===== src/hdl/scd_pkg.sv =====
// ----------------------------------------------------------------------------
// scd_pkg
// Shared types and constants for the SD clock divider code block.
// ----------------------------------------------------------------------------
`default_nettype none

package scd_pkg;

	localparam int unsigned DATA_W     = 32;
	localparam int unsigned CELL_COUNT = DATA_W;
	localparam int unsigned CODE_W     = 10;
	localparam int unsigned CTRL_W     = 16;
	localparam int unsigned PADDR_W    = 3;
	localparam int unsigned PDATA_W    = 32;

	localparam logic [CODE_W-1:0]  CODE_MAX   = 10'h3FF;
	localparam logic [CODE_W:0]    QUOT_LIMIT = 11'h400;

	// register index, taken from paddr[2]
	localparam logic REG_BASE_CLOCK = 1'b0;

	typedef struct packed {
		logic              vld;
		logic              force_max;
		logic              force_zero;
		logic [DATA_W-1:0] rem;
		logic [DATA_W-1:0] dq;
		logic [DATA_W-1:0] dvs;
	} scd_cell_t;

endpackage

`default_nettype wire


===== src/hdl/scd_div_cell.sv =====
// ----------------------------------------------------------------------------
// scd_div_cell
// One restoring division step: shifts in a dividend bit, retires a quotient bit.
// ----------------------------------------------------------------------------
`default_nettype none

module scd_div_cell
	import scd_pkg::*;
(
	input  wire logic      clk,
	input  wire logic      arst_n,
	input  wire logic      en,
	input  wire scd_cell_t d,
	output scd_cell_t      q
);

	logic [DATA_W:0]   trial;
	logic [DATA_W:0]   diff;
	logic              qbit;
	scd_cell_t         nxt;

	always_comb begin
		trial          = {d.rem, d.dq[DATA_W-1]};
		diff           = trial - {1'b0, d.dvs};
		qbit           = ~diff[DATA_W];
		nxt            = d;
		nxt.rem        = qbit ? diff[DATA_W-1:0] : trial[DATA_W-1:0];
		nxt.dq         = {d.dq[DATA_W-2:0], qbit};
	end

	always_ff @(posedge clk or negedge arst_n) begin
		if (!arst_n) begin
			q <= '0;
		end else if (en) begin
			q <= nxt;
		end
	end

endmodule

`default_nettype wire


===== config.mk =====
export PLATFORM = sky130hd
export DESIGN_NAME = scd_div_cell
export DESIGN_NICKNAME = d
export VERILOG_FILES = /design/src/hdl/scd_pkg.sv /design/src/hdl/scd_div_cell.sv
export SDC_FILE = /design/constraint.sdc
export NUM_CORES = 1
export LEC_CHECK = 0
export ABC_AREA = 0
export BUFFER_PORTS_ARGS = -buffer_cell sky130_fd_sc_hd__buf_2
export CORE_MARGIN = 4
export CORE_UTILIZATION = 44
export DETAILED_ROUTE_END_ITERATION = 7
export PLACE_DENSITY = 0.7
export SLEW_MARGIN = 20
export SYNTH_ARGS = -nofsm -noshare
export SYNTH_HDL_FRONTEND = slang
export SYNTH_SLANG_ARGS = --single-unit

===== constraint.sdc =====
create_clock -name clk -period 1.5 [get_ports clk]
set_input_delay 0.075 -clock clk [delete_from_list [all_inputs] [get_ports clk]]
set_output_delay 0.075 -clock clk [all_outputs]
set_load 0.01 [all_outputs]

==> metrics.md <==
| Metric | Value |
|---|---|
| Period minus WS final | `2400 ps` |
| Detailed placement HPWL | `13,100 µm` |
| Ys async rst share | `100%` |
| Post-Syn Nets | `709` |
| Via count | `6,005` |
| Setup_tns | `-26,810 ps` |
| Vias per inst | `5.23` |
| Largest net degree at the start of global routing | `59` |
| # IOs | `201` |
| CTS clk-pin slew, worst paths | `80 ps` |
| First-pass GRT wire length | `30,400 µm` |
| Slowest-stage cell, CP | `fa_2` |
| Vias in the first global route | `6,296` |
| Top cells by area, synth | `dfrtp_1, mux2_2, ha_1` |
| Req. time, crit path | `1740 ps` |
| Antenna viol nets, final | `0` |
| Port Buffers | `200` |
| Power density over the cells | `947 nW/µm²` |
| Biggest regs | `q: 99 flops` |
| Initial Util | `45.2%` |
| Synth top area share | `43.2%` |
| Register area share after synthesis | `43.2%` |
| Post-Syn Area | `5730 µm²` |
| Overall Power | `8.98 mW` |
| Final wirelength | `19,400 µm` |
| Setup violators final | `33` |
| Yosys reg bits | `99` |
| Core area | `12,700 µm²` |
| PnR worst setup slack | `-899 ps` |
| Final Hold Fails | `0` |
| Post-layout util | `74.8%` |
| Crit path capture type | `flop` |
| Die area | `14,900 µm²` |
| Worst Path Arrival | `2640 ps` |
| P_leak | `4.63 nW` |
| Initial antenna violation count | `1` |
| Max_cap viols | `0` |
| Headroom to the max-slew limit | `73.4%` |
| Cell taking the most area after synthesis | `dfrtp_1` |
| Layout cell share with drive strength beyond 1 | `49.8%` |
| Most common cell on crit path | `buf_12` |
| Failing checks | `setup timing` |
| Status | `complete, but fails checks` |
| DRC Markers | `0` |
| Syn avg cell area | `9.99 µm²` |
| Layout Skew | `0 ps` |
| Die Ht | `122 µm` |
| Critical path type | `in -> reg` |
| Max Root-Sink Buffers | `2` |
| Most flops, register | `q` |
| Slew Limit Fails | `0` |
| Root buffer cell | `clkbuf_16` |
| Prevailing post-synth register cell | `dfrtp_1` |
| Worst hold path class | `in -> reg` |
| Core Rows | `41` |
| Crit path cell chain | `buf_8, clkinv_8, ha_4, fa_2, and2b_1, o31a_1, o211ai_2, o211ai_1, a31oi_2, o2bb2ai_4, buf_12, buf_12, o21ai_4, mux2_4` |
| CTS sink count | `99` |
| Post-synth EDFFs | `0` |
| Period utilization | `160%` |
| List of most frequent post-synthesis cells | `dfrtp_1, mux2_2, a21oi_1` |
| Least-Margin Pin Slew | `399 ps` |
| Mapped Cells | `574` |
| Clock Latency Late Sink | `360 ps` |
| Maximum VDD drop | `0.624 mV` |
| Yosys warning total | `0` |
| TritonCTS clock tree | `yes` |
| Max FFs per register | `99` |
| Wire per inst | `16.9 µm` |
| Total gr overflow | `0` |
| First-pass iteration count of the detailed router | `4` |
| DIE WIDTH | `122 µm` |
| Worst slack, placed | `-1250 ps` |
| Most frequent cell after synthesis | `dfrtp_1` |
| F_max | `0.417 GHz` |
| H-Tree Depth | `3` |
| DRT iter0 DRCs | `236` |
| CTS Buf Count | `9` |
| Area Growth Syn to Fin | `65.4%` |
| GPL Wtd Cong | `0.891` |
| All-Layer GR Usage | `25.7%` |
| CP Launch Type | `input pin` |
| WHS | `15.0 ps` |
| Fillcell total | `862` |
| Crit path max fanout | `8` |
| Number of distinct library cells after synthesis | `58` |
| RSZ-0062 raised after global routing | `yes` |
| CP peak stage delay | `330 ps` |
| Layout Nets | `1,106` |
## report_power, final
part	switching [mW]	internal [mW]	leakage, nW
logic	1.57	1.66	3.32
registers	0.202	3.02	1.15
clock network	1.17	1.35	0.158
total	2.95	6.03	4.63
## routing by layer
layer,up-vias,routed length (µm),track usage (%)
met4,0,621,9.17
met3,68,1220,6.87
met2,213,9940,45.6
met1,2886,7650,29.8
li1,2838,-,-
met5,-,0,0
## final cells by class
type / count / area (µm²) / area share, %
diodes: 1 / 2.50 / 0.0264
inverters: 46 / 190 / 2.01
flip-flops and latches: 99 / 2480 / 26.1
multi-input cells: 405 / 3330 / 35.1
repair buffers: 410 / 2940 / 31.0
well taps: 172 / 215 / 2.27
clock buffers: 9 / 225 / 2.38
clock inverters: 7 / 100 / 1.06
## final timing paths
| check | from | endpoint | slack (ps) | depth (start not counted) |
|---|---|---|---|---|
| min in group asynchronous | arst_n | q[87] | 180 | 2 |
| worst min register to register | q[65] | q[65] | 490 | 1 |
| worst max register to register | q[92] | q[92] | 610 | 3 |
| worst max-delay path | d[63] | q[72] | -900 | 14 |
| max in group asynchronous | arst_n | q[22] | 800 | 3 |
| worst min-delay path | d[89] | q[90] | 20 | 3 |
## stage by stage
stage | std cells | cell area (µm²)
2_1_floorplan | 574 | 5770
3_3_place_gp | 1034 | 7780
3_5_place_dp | 1034 | 7780
4_1_cts | 1141 | 9160
5_1_grt | 1149 | 9480
6_report | 1149 | 9480
## what timing repair did
item                                    CTS  global route
hold buffers                             76             0
buffers inserted                         15             8
cloned                                    1             0
pin swaps                                30            31
resized for setup                        38            63
endpoints found under the setup margin   33            33
hold endpoints to repair                144             0
## cells by family (layout without fill, tap and decap cells)
| logic type | Yosys count | in the layout | synth area share (%) |
|---|---|---|---|
| compound gates | 152 | 152 | 17.0 |
| xor+xnor | 21 | 21 | 3.21 |
| fa+ha+maj | 33 | 33 | 7.33 |
| buf+inv | 70 | 472 | 4.95 |
| flops | 99 | 99 | 43.2 |
| mux | 72 | 72 | 14.1 |
| other cells | 0 | 1 | 0 |
| simple gates | 127 | 127 | 10.2 |
## critical path: cells and delay by family
family | cells | cell delay (ps)
adders and majority gates | 2 | 480
buffers and inverters | 4 | 440
AOI/OAI and AO/OA | 6 | 1140
muxes | 1 | 270
and+or+nand+nor | 1 | 220
## layout by cell type, fill, tap and decap left out, types with 15 or more instances in the layout
cell type,count
a21oi_1,42
buf_2,196
buf_4,115
dfrtp_1,99
dlygate4sd3_1,76
ha_1,28
inv_1,42
mux2_2,66
nand2_1,30
nor2_1,39
o21ai_0,15
No activity file was read; power rests on OpenSTA's default activity.
