$ cat config.mk
export PLATFORM = sky130hd
export DESIGN_NAME = scd_pack_stage
export DESIGN_NICKNAME = d
export VERILOG_FILES = /design/src/hdl/scd_pkg.sv /design/src/hdl/scd_pack_stage.sv
export SDC_FILE = /design/constraint.sdc
export NUM_CORES = 1
export LEC_CHECK = 0
export BUFFER_PORTS_ARGS = -buffer_cell sky130_fd_sc_hd__buf_2
export CAP_MARGIN = 20
export CELL_PAD_IN_SITES_DETAIL_PLACEMENT = 0
export CELL_PAD_IN_SITES_GLOBAL_PLACEMENT = 1
export CORE_MARGIN = 5
export CORE_UTILIZATION = 24
export CTS_CLUSTER_DIAMETER = 80
export DETAILED_ROUTE_END_ITERATION = 10
export MAX_ROUTING_LAYER = met4
export PLACE_DENSITY = 0.81
export SYNTH_ARGS = -nofsm -noshare
export SYNTH_HDL_FRONTEND = slang
export SYNTH_SLANG_ARGS = --single-unit
$ cat constraint.sdc
create_clock -name clk -period 1.3 [get_ports clk]
set_clock_uncertainty 0.15 [all_clocks]
set_input_delay 0.13 -clock clk [delete_from_list [all_inputs] [get_ports clk]]
set_output_delay 0.13 -clock clk [all_outputs]
set_load 0.03 [all_outputs]
$ cat src/hdl/scd_pkg.sv
// ----------------------------------------------------------------------------
// scd_pkg
// Shared types and constants for the SD clock divider code block.
// ----------------------------------------------------------------------------
`default_nettype none

package scd_pkg;

	localparam int unsigned DATA_W     = 32;
	localparam int unsigned CELL_COUNT = DATA_W;
	localparam int unsigned CODE_W     = 10;
	localparam int unsigned CTRL_W     = 16;
	localparam int unsigned PADDR_W    = 3;
	localparam int unsigned PDATA_W    = 32;

	localparam logic [CODE_W-1:0]  CODE_MAX   = 10'h3FF;
	localparam logic [CODE_W:0]    QUOT_LIMIT = 11'h400;

	// register index, taken from paddr[2]
	localparam logic REG_BASE_CLOCK = 1'b0;

	typedef struct packed {
		logic              vld;
		logic              force_max;
		logic              force_zero;
		logic [DATA_W-1:0] rem;
		logic [DATA_W-1:0] dq;
		logic [DATA_W-1:0] dvs;
	} scd_cell_t;

endpackage

`default_nettype wire

$ cat src/hdl/scd_pack_stage.sv
// ----------------------------------------------------------------------------
// scd_pack_stage
// Turns quotient and remainder into the divider code and packs the result.
// ----------------------------------------------------------------------------
`default_nettype none

module scd_pack_stage
	import scd_pkg::*;
(
	input  wire logic            clk,
	input  wire logic            arst_n,
	input  wire logic            en,
	input  wire scd_cell_t       d,
	output logic                 vld_q,
	output logic [CTRL_W-1:0]    bits_q
);

	logic [CODE_W-1:0] v;
	logic [CODE_W-1:0] code;
	logic              exact;
	logic              big;

	always_comb begin
		exact = (d.rem == '0);
		big   = (d.dq > {{(DATA_W-CODE_W-1){1'b0}}, QUOT_LIMIT});
		// smear q-1 to 2^e-1, code is 2^(e-1)
		v     = d.dq[CODE_W-1:0] - 1'b1;
		v     = v | (v >> 1);
		v     = v | (v >> 2);
		v     = v | (v >> 4);
		v     = v | (v >> 8);
		if (d.force_max) begin
			code = CODE_MAX;
		end else if (d.force_zero) begin
			code = '0;
		end else if (!exact || big) begin
			code = CODE_MAX;
		end else if (v == '0) begin
			code = '0;
		end else begin
			code = (v >> 1) + 1'b1;
		end
	end

	always_ff @(posedge clk or negedge arst_n) begin
		if (!arst_n) begin
			vld_q  <= 1'b0;
			bits_q <= '0;
		end else if (en) begin
			vld_q  <= d.vld;
			bits_q <= {code[7:0], code[9:8], 6'b0};
		end
	end

endmodule

`default_nettype wire

==> metrics.yaml, run 1 <==
syn_inst: 156
grt_pass1_vias: 1493
numPlacedInstances: 327
ys_types: 50
clockBufferDepth: 2
synth-async-reset-ratio: 1.00
fp-row-count: 26
max_cap_viol_count: 0
syn_area_um2: 1240
timing.hold.ws_ns: 0.0294
worstPathMaxFanout: 6
antenna_found_initial: 0
start_util: 0.245
vias: 1643
grt_overflow_total: 0
status: "finished with violations"
gp_congestion: 0.799
tritoncts: "done"
failed_checks: "negative setup slack"
die_w_um: 82.0
cellLeakagePower_nw: 0.944
num_antenna_cells: 0
die_area_um2: 6720
setup_viol: 10
syn2layout_area_growth_pct: 77.9
core_um2: 5070
slew_violations: 0
final_nets: 380
layout-drive-gt1-share: 0.597
ir_drop_v: 0.000596
wl_mm: 4.45
drc: 0
fin_area_um2: 2210
final_common_cell: "buf_2"
fin_crit_ns: 2.27
fin_cells: 343
finalHoldViolCount: 0
startpoint_type: "primary input"
path_class: "in2reg"
clk_pin_slew_worst_paths_ns: 0.06
ys_ff_latch: 11
finalSetupTns_ns: -7.41
synth_edf_count: 0
grt_pass1_wl_mm: 6.18
grt.total_usage: 0.121
synth.avg_cell_area_um2: 7.97
yosysWarnings: 0
clk_latency_ns: 0.24
hpwl_mm: 3.59
ys.flop_type: "dfrtp_1"
hp-class: "in2reg"
timing.fmax_mhz: 440
drtPass1Iterations: 4
dpl_cell_area_um2: 1910
cp_data_required_time_ns: 1.28
rsz0062_at_grt: "true"
end_kind: "register"
die_height_um: 82.0
n_fill_cell: 498
power_density_nw_per_um2: 573
root_buffer: "clkbuf_8"
avgRoutedWirePerCell_um: 13.0
grt_max_degree: 18
layout_setup_ws_ns: -0.972
clock_sinks: 11
num_io_pins: 119
port_buffers: 80
cp.arrival_ns: 2.25
htreeDepth: 1
final.period_utilization: 1.75
synth_seq_area_share: 0.221
layout_common_cells: "buf_2, buf_4, nor4_1"
drt-vias-per-instance: 4.79
total_power_mw: 1.27
ant_nets: 0
drt_iter0_drc: 29
cts_buffers: 3
cells by family after synthesis:
logic type                 synth area share
AOI/OAI and AO/OA                     0.236
muxes                                0.0171
buffers and inverters                0.0865
other                               0.00302
xor gates and xnor gates             0.0282
DFF                                   0.221
and+or+nand+nor                       0.367
adders and majority gates            0.0402
per-layer routing:
layer | vias up | track usage | share of wire
met5 | - | - | 0
met4 | 0 | 0.0233 | 0.0052
met3 | 5 | 0.0274 | 0.11
met2 | 75 | 0.242 | 0.51
met1 | 740 | 0.118 | 0.37
li1 | 823 | - | -
registers in the layout, summed over array words and instances (netlist names):
name	flops
bits_q	10
vld_q	1
synthesized netlist by cell type (all sizes together), types with 3 or more instances:
master / instances / area [um2]
or3: 4 / 26.3
o22a: 3 / 26.3
nor3b: 3 / 22.5
or4: 3 / 26.3
buf: 9 / 66.3
a21oi: 11 / 55.1
ha: 4 / 50.1
and2: 4 / 26.3
nand4: 4 / 25.0
dfrtp: 11 / 275
a31oi: 3 / 18.8
nor2b: 4 / 25.0
nor3: 5 / 25.0
clkbuf: 5 / 18.8
nor4: 15 / 93.8
inv: 6 / 22.5
nand3: 5 / 25.0
nor2: 9 / 33.8
or2: 4 / 27.5
o21ai: 11 / 55.1
nand3b: 3 / 22.5
nand2: 3 / 11.3
path summary, 6_finish.rpt:
path                            startpoint          to  slack, ns  cells after the start
max in group asynchronous           arst_n  bits_q[12]       0.64                      2
worst min register to register   bits_q[7]   bits_q[7]       0.35                      1
worst min-delay path                 d[97]  bits_q[10]       0.03                      3
worst max register to register   bits_q[8]   bits_q[8]       0.28                      2
worst max-delay path                 d[38]   bits_q[6]      -0.97                     12
min in group asynchronous           arst_n  bits_q[13]       0.14                      2
critical path, cell delays in order:
cell and delay (ns):
buf_6 0.09, or4_4 0.53, or2_4 0.26, o32ai_4 0.24
nand3_2 0.11, a21o_1 0.19, ha_4 0.18, inv_4 0.08
nor3_2 0.04, or2_4 0.22, a21oi_2 0.11, a21oi_1 0.07
report_power, final:
part	internal, mW	switching, mW
logic	0.248	0.272
clock network	0.216	0.143
registers	0.371	0.0163
cell type report:
cell class	count	area, um2	area share
multi-input cells	130	1000	0.452
flip-flops and latches	11	275	0.124
clock buffers	4	45.0	0.0204
repair buffers	122	772	0.349
well taps	70	87.6	0.0396
inverters	6	32.5	0.0147
stage by stage:
stage           util  setup slack, ns
4_1_cts        0.418            -1.05
3_5_place_dp   0.377            -1.35
3_3_place_gp   0.377            -1.29
6_report       0.436           -0.972
2_1_floorplan      -            -1.27
5_1_grt        0.436            -1.07
timing repair:
action | in CTS | in global routing
pin swaps | 16 | 6
hold buffers | 2 | 0
gates resized for setup | 27 | 17
hold endpoints to repair | 12 | 0
endpoints found under the setup margin | 10 | 10
buffers inserted | 8 | 3
Note: power is estimated with default switching activity, not from simulation.
==> run 2, diff against run 1 <==
--- a/config.mk
+++ b/config.mk
@@ -15,6 +15,7 @@
 export DETAILED_ROUTE_END_ITERATION = 10
 export MAX_ROUTING_LAYER = met4
 export PLACE_DENSITY = 0.81
+export RECOVER_POWER = 25
 export SYNTH_ARGS = -nofsm -noshare
 export SYNTH_HDL_FRONTEND = slang
 export SYNTH_SLANG_ARGS = --single-unit
==> run 2 against run 1 <==
  * The flow still finishes with violations (negative setup slack)
  * First-iteration DRC count is 3.4% higher
  * Flip-flop and latch count stayed put
  * Wire length hardly changed
  * Critical endpoint unchanged
  * Largest power group unchanged
==> metrics.yaml, run 2 (synthesis gave the netlist of run 1 again) <==
status: "finished with violations"
failed_checks: "negative setup slack"
fin_util: 0.436
worstPathMaxFanout: 6
rsz0062_at_grt: "true"
timing.hold.ws_ns: 0.0295
syn2layout_area_growth_pct: 77.8
die_w_um: 82.0
grt_overflow_total: 0
drt-vias-per-instance: 4.79
switching_share: 0.341
seq_power_share: 0.306
clk_pin_slew_worst_paths_ns: 0.06
port_buffers: 80
grt_max_degree: 18
wl_mm: 4.45
slew_violations: 0
grt_pass1_wl_mm: 6.18
cellLeakagePower_nw: 0.941
power_density_nw_per_um2: 573
die_height_um: 82.0
die_area_um2: 6720
tritoncts: "done"
fin_crit_ns: 2.27
layout_common_cells: "buf_2, buf_4, nor4_1"
path_class: "in2reg"
cp_data_required_time_ns: 1.28
clk_latency_ns: 0.25
avgRoutedWirePerCell_um: 13.0
num_antenna_cells: 0
reg2reg_to: "bits_q[8]"
hpwl_mm: 3.59
worstMarginPinSlew_ns: 0.626
ant_nets: 0
r2r_setup_slack_ns: 0.28
timing.fmax_mhz: 440
final_nets: 380
n_fill_cell: 498
rr_startpoint: "bits_q[8]"
p_clk_frac: 0.284
startpoint_type: "primary input"
switching_power_mw: 0.431
final_common_cell: "buf_2"
min_to: "bits_q[10]"
max_slew_margin: 0.583
drt_iter0_drc: 30
htreeDepth: 1
p_int_mw: 0.835
largest_reg_flops: 10
top_regs: "bits_q (10), vld_q (1)"
vias: 1643
setup_viol: 10
drtPass1Iterations: 4
hold_start: "d[97]"
clockBufferDepth: 2
core_um2: 5070
ir_drop_v: 0.000596
start_util: 0.245
rr_worst_depth: 2
layout_setup_ws_ns: -0.972
cp.arrival_ns: 2.25
gp_congestion: 0.799
num_io_pins: 119
fp-row-count: 26
final.period_utilization: 1.75
max_cap_viol_count: 0
end_kind: "register"
drc: 0
largest-register: "bits_q"
layout-drive-gt1-share: 0.593
cts_buffers: 3
min_path_cells: 3
antenna_found_initial: 0
finalHoldViolCount: 0
grt_pass1_vias: 1493
p_comb_frac: 0.410
grt.total_usage: 0.121
hp-class: "in2reg"
clock_sinks: 11
root_buffer: "clkbuf_8"
[run 2: cell types whose count changed in the layout (fill, tap and decap cells not counted), sizes merged]
cell and change:
buf -1, clkbuf +1
[run 2: critical path, cell delays in order]
cell and delay [ns]:
buf_6 0.09, or4_4 0.53, or2_4 0.26, o32ai_4 0.24, nand3_2 0.11, a21o_1 0.19
ha_4 0.18, inv_4 0.08, nor3_2 0.04, or2_4 0.22, a21oi_2 0.11, a21oi_1 0.07
[run 2: through the flow]
stage	power, mW	TNS [ns]	instance area [um2]	setup slack, ns	std cells
global route	1.34	-8.12	2210	-1.07	343
detailed placement	0.861	-10.92	1910	-1.35	327
floorplan	0.632	-9.44	1300	-1.27	161
finish	1.27	-7.41	2210	-0.972	343
CTS	1.25	-7.89	2120	-1.05	340
global placement	0.856	-10.91	1910	-1.29	327
[run 2: power groups by stage]
stage          Clock, mW  Combinational (mW)  Sequential (mW)
2_1_floorplan          0               0.184            0.448
3_3_place_gp           0               0.463            0.392
3_5_place_dp           0               0.468            0.393
4_1_cts            0.364               0.504            0.387
5_1_grt            0.386               0.565            0.391
6_report           0.360               0.519            0.387
[run 2: worst max-delay path by stage]
stage               start         end  cells after the start
global route        d[34]  bits_q[10]                     12
finish              d[38]   bits_q[6]                     12
CTS                 d[38]   bits_q[6]                     12
global placement    d[38]   bits_q[6]                     12
floorplan           d[35]   bits_q[6]                     12
detailed placement  d[38]  bits_q[10]                     11
[run 2: repair_timing]
| action | CTS | global route |
|---|---|---|
| pin swaps | 16 | 6 |
| gates cloned | 0 | 0 |
| hold buffers | 2 | 0 |
| setup endpoints to repair | 10 | 10 |
| hold endpoints to repair | 12 | 0 |
| resized for setup | 27 | 17 |
| setup buffers | 8 | 3 |
[run 2: area by class of cell]
| class | count | area, um2 | area share |
|---|---|---|---|
| multi-input cells | 130 | 1000 | 0.452 |
| repair buffers | 122 | 771 | 0.349 |
| flip-flops and latches | 11 | 275 | 0.125 |
| well taps | 70 | 87.6 | 0.0396 |
| clock buffers | 4 | 45.0 | 0.0204 |
| inverters | 6 | 32.5 | 0.0147 |
[run 2: layer usage]
layer / part of all wire / vias up / GRT usage
met5: 0 / - / -
met4: 0.0052 / 0 / 0.0233
met3: 0.11 / 5 / 0.0274
met2: 0.51 / 75 / 0.242
met1: 0.37 / 740 / 0.118
li1: - / 823 / -
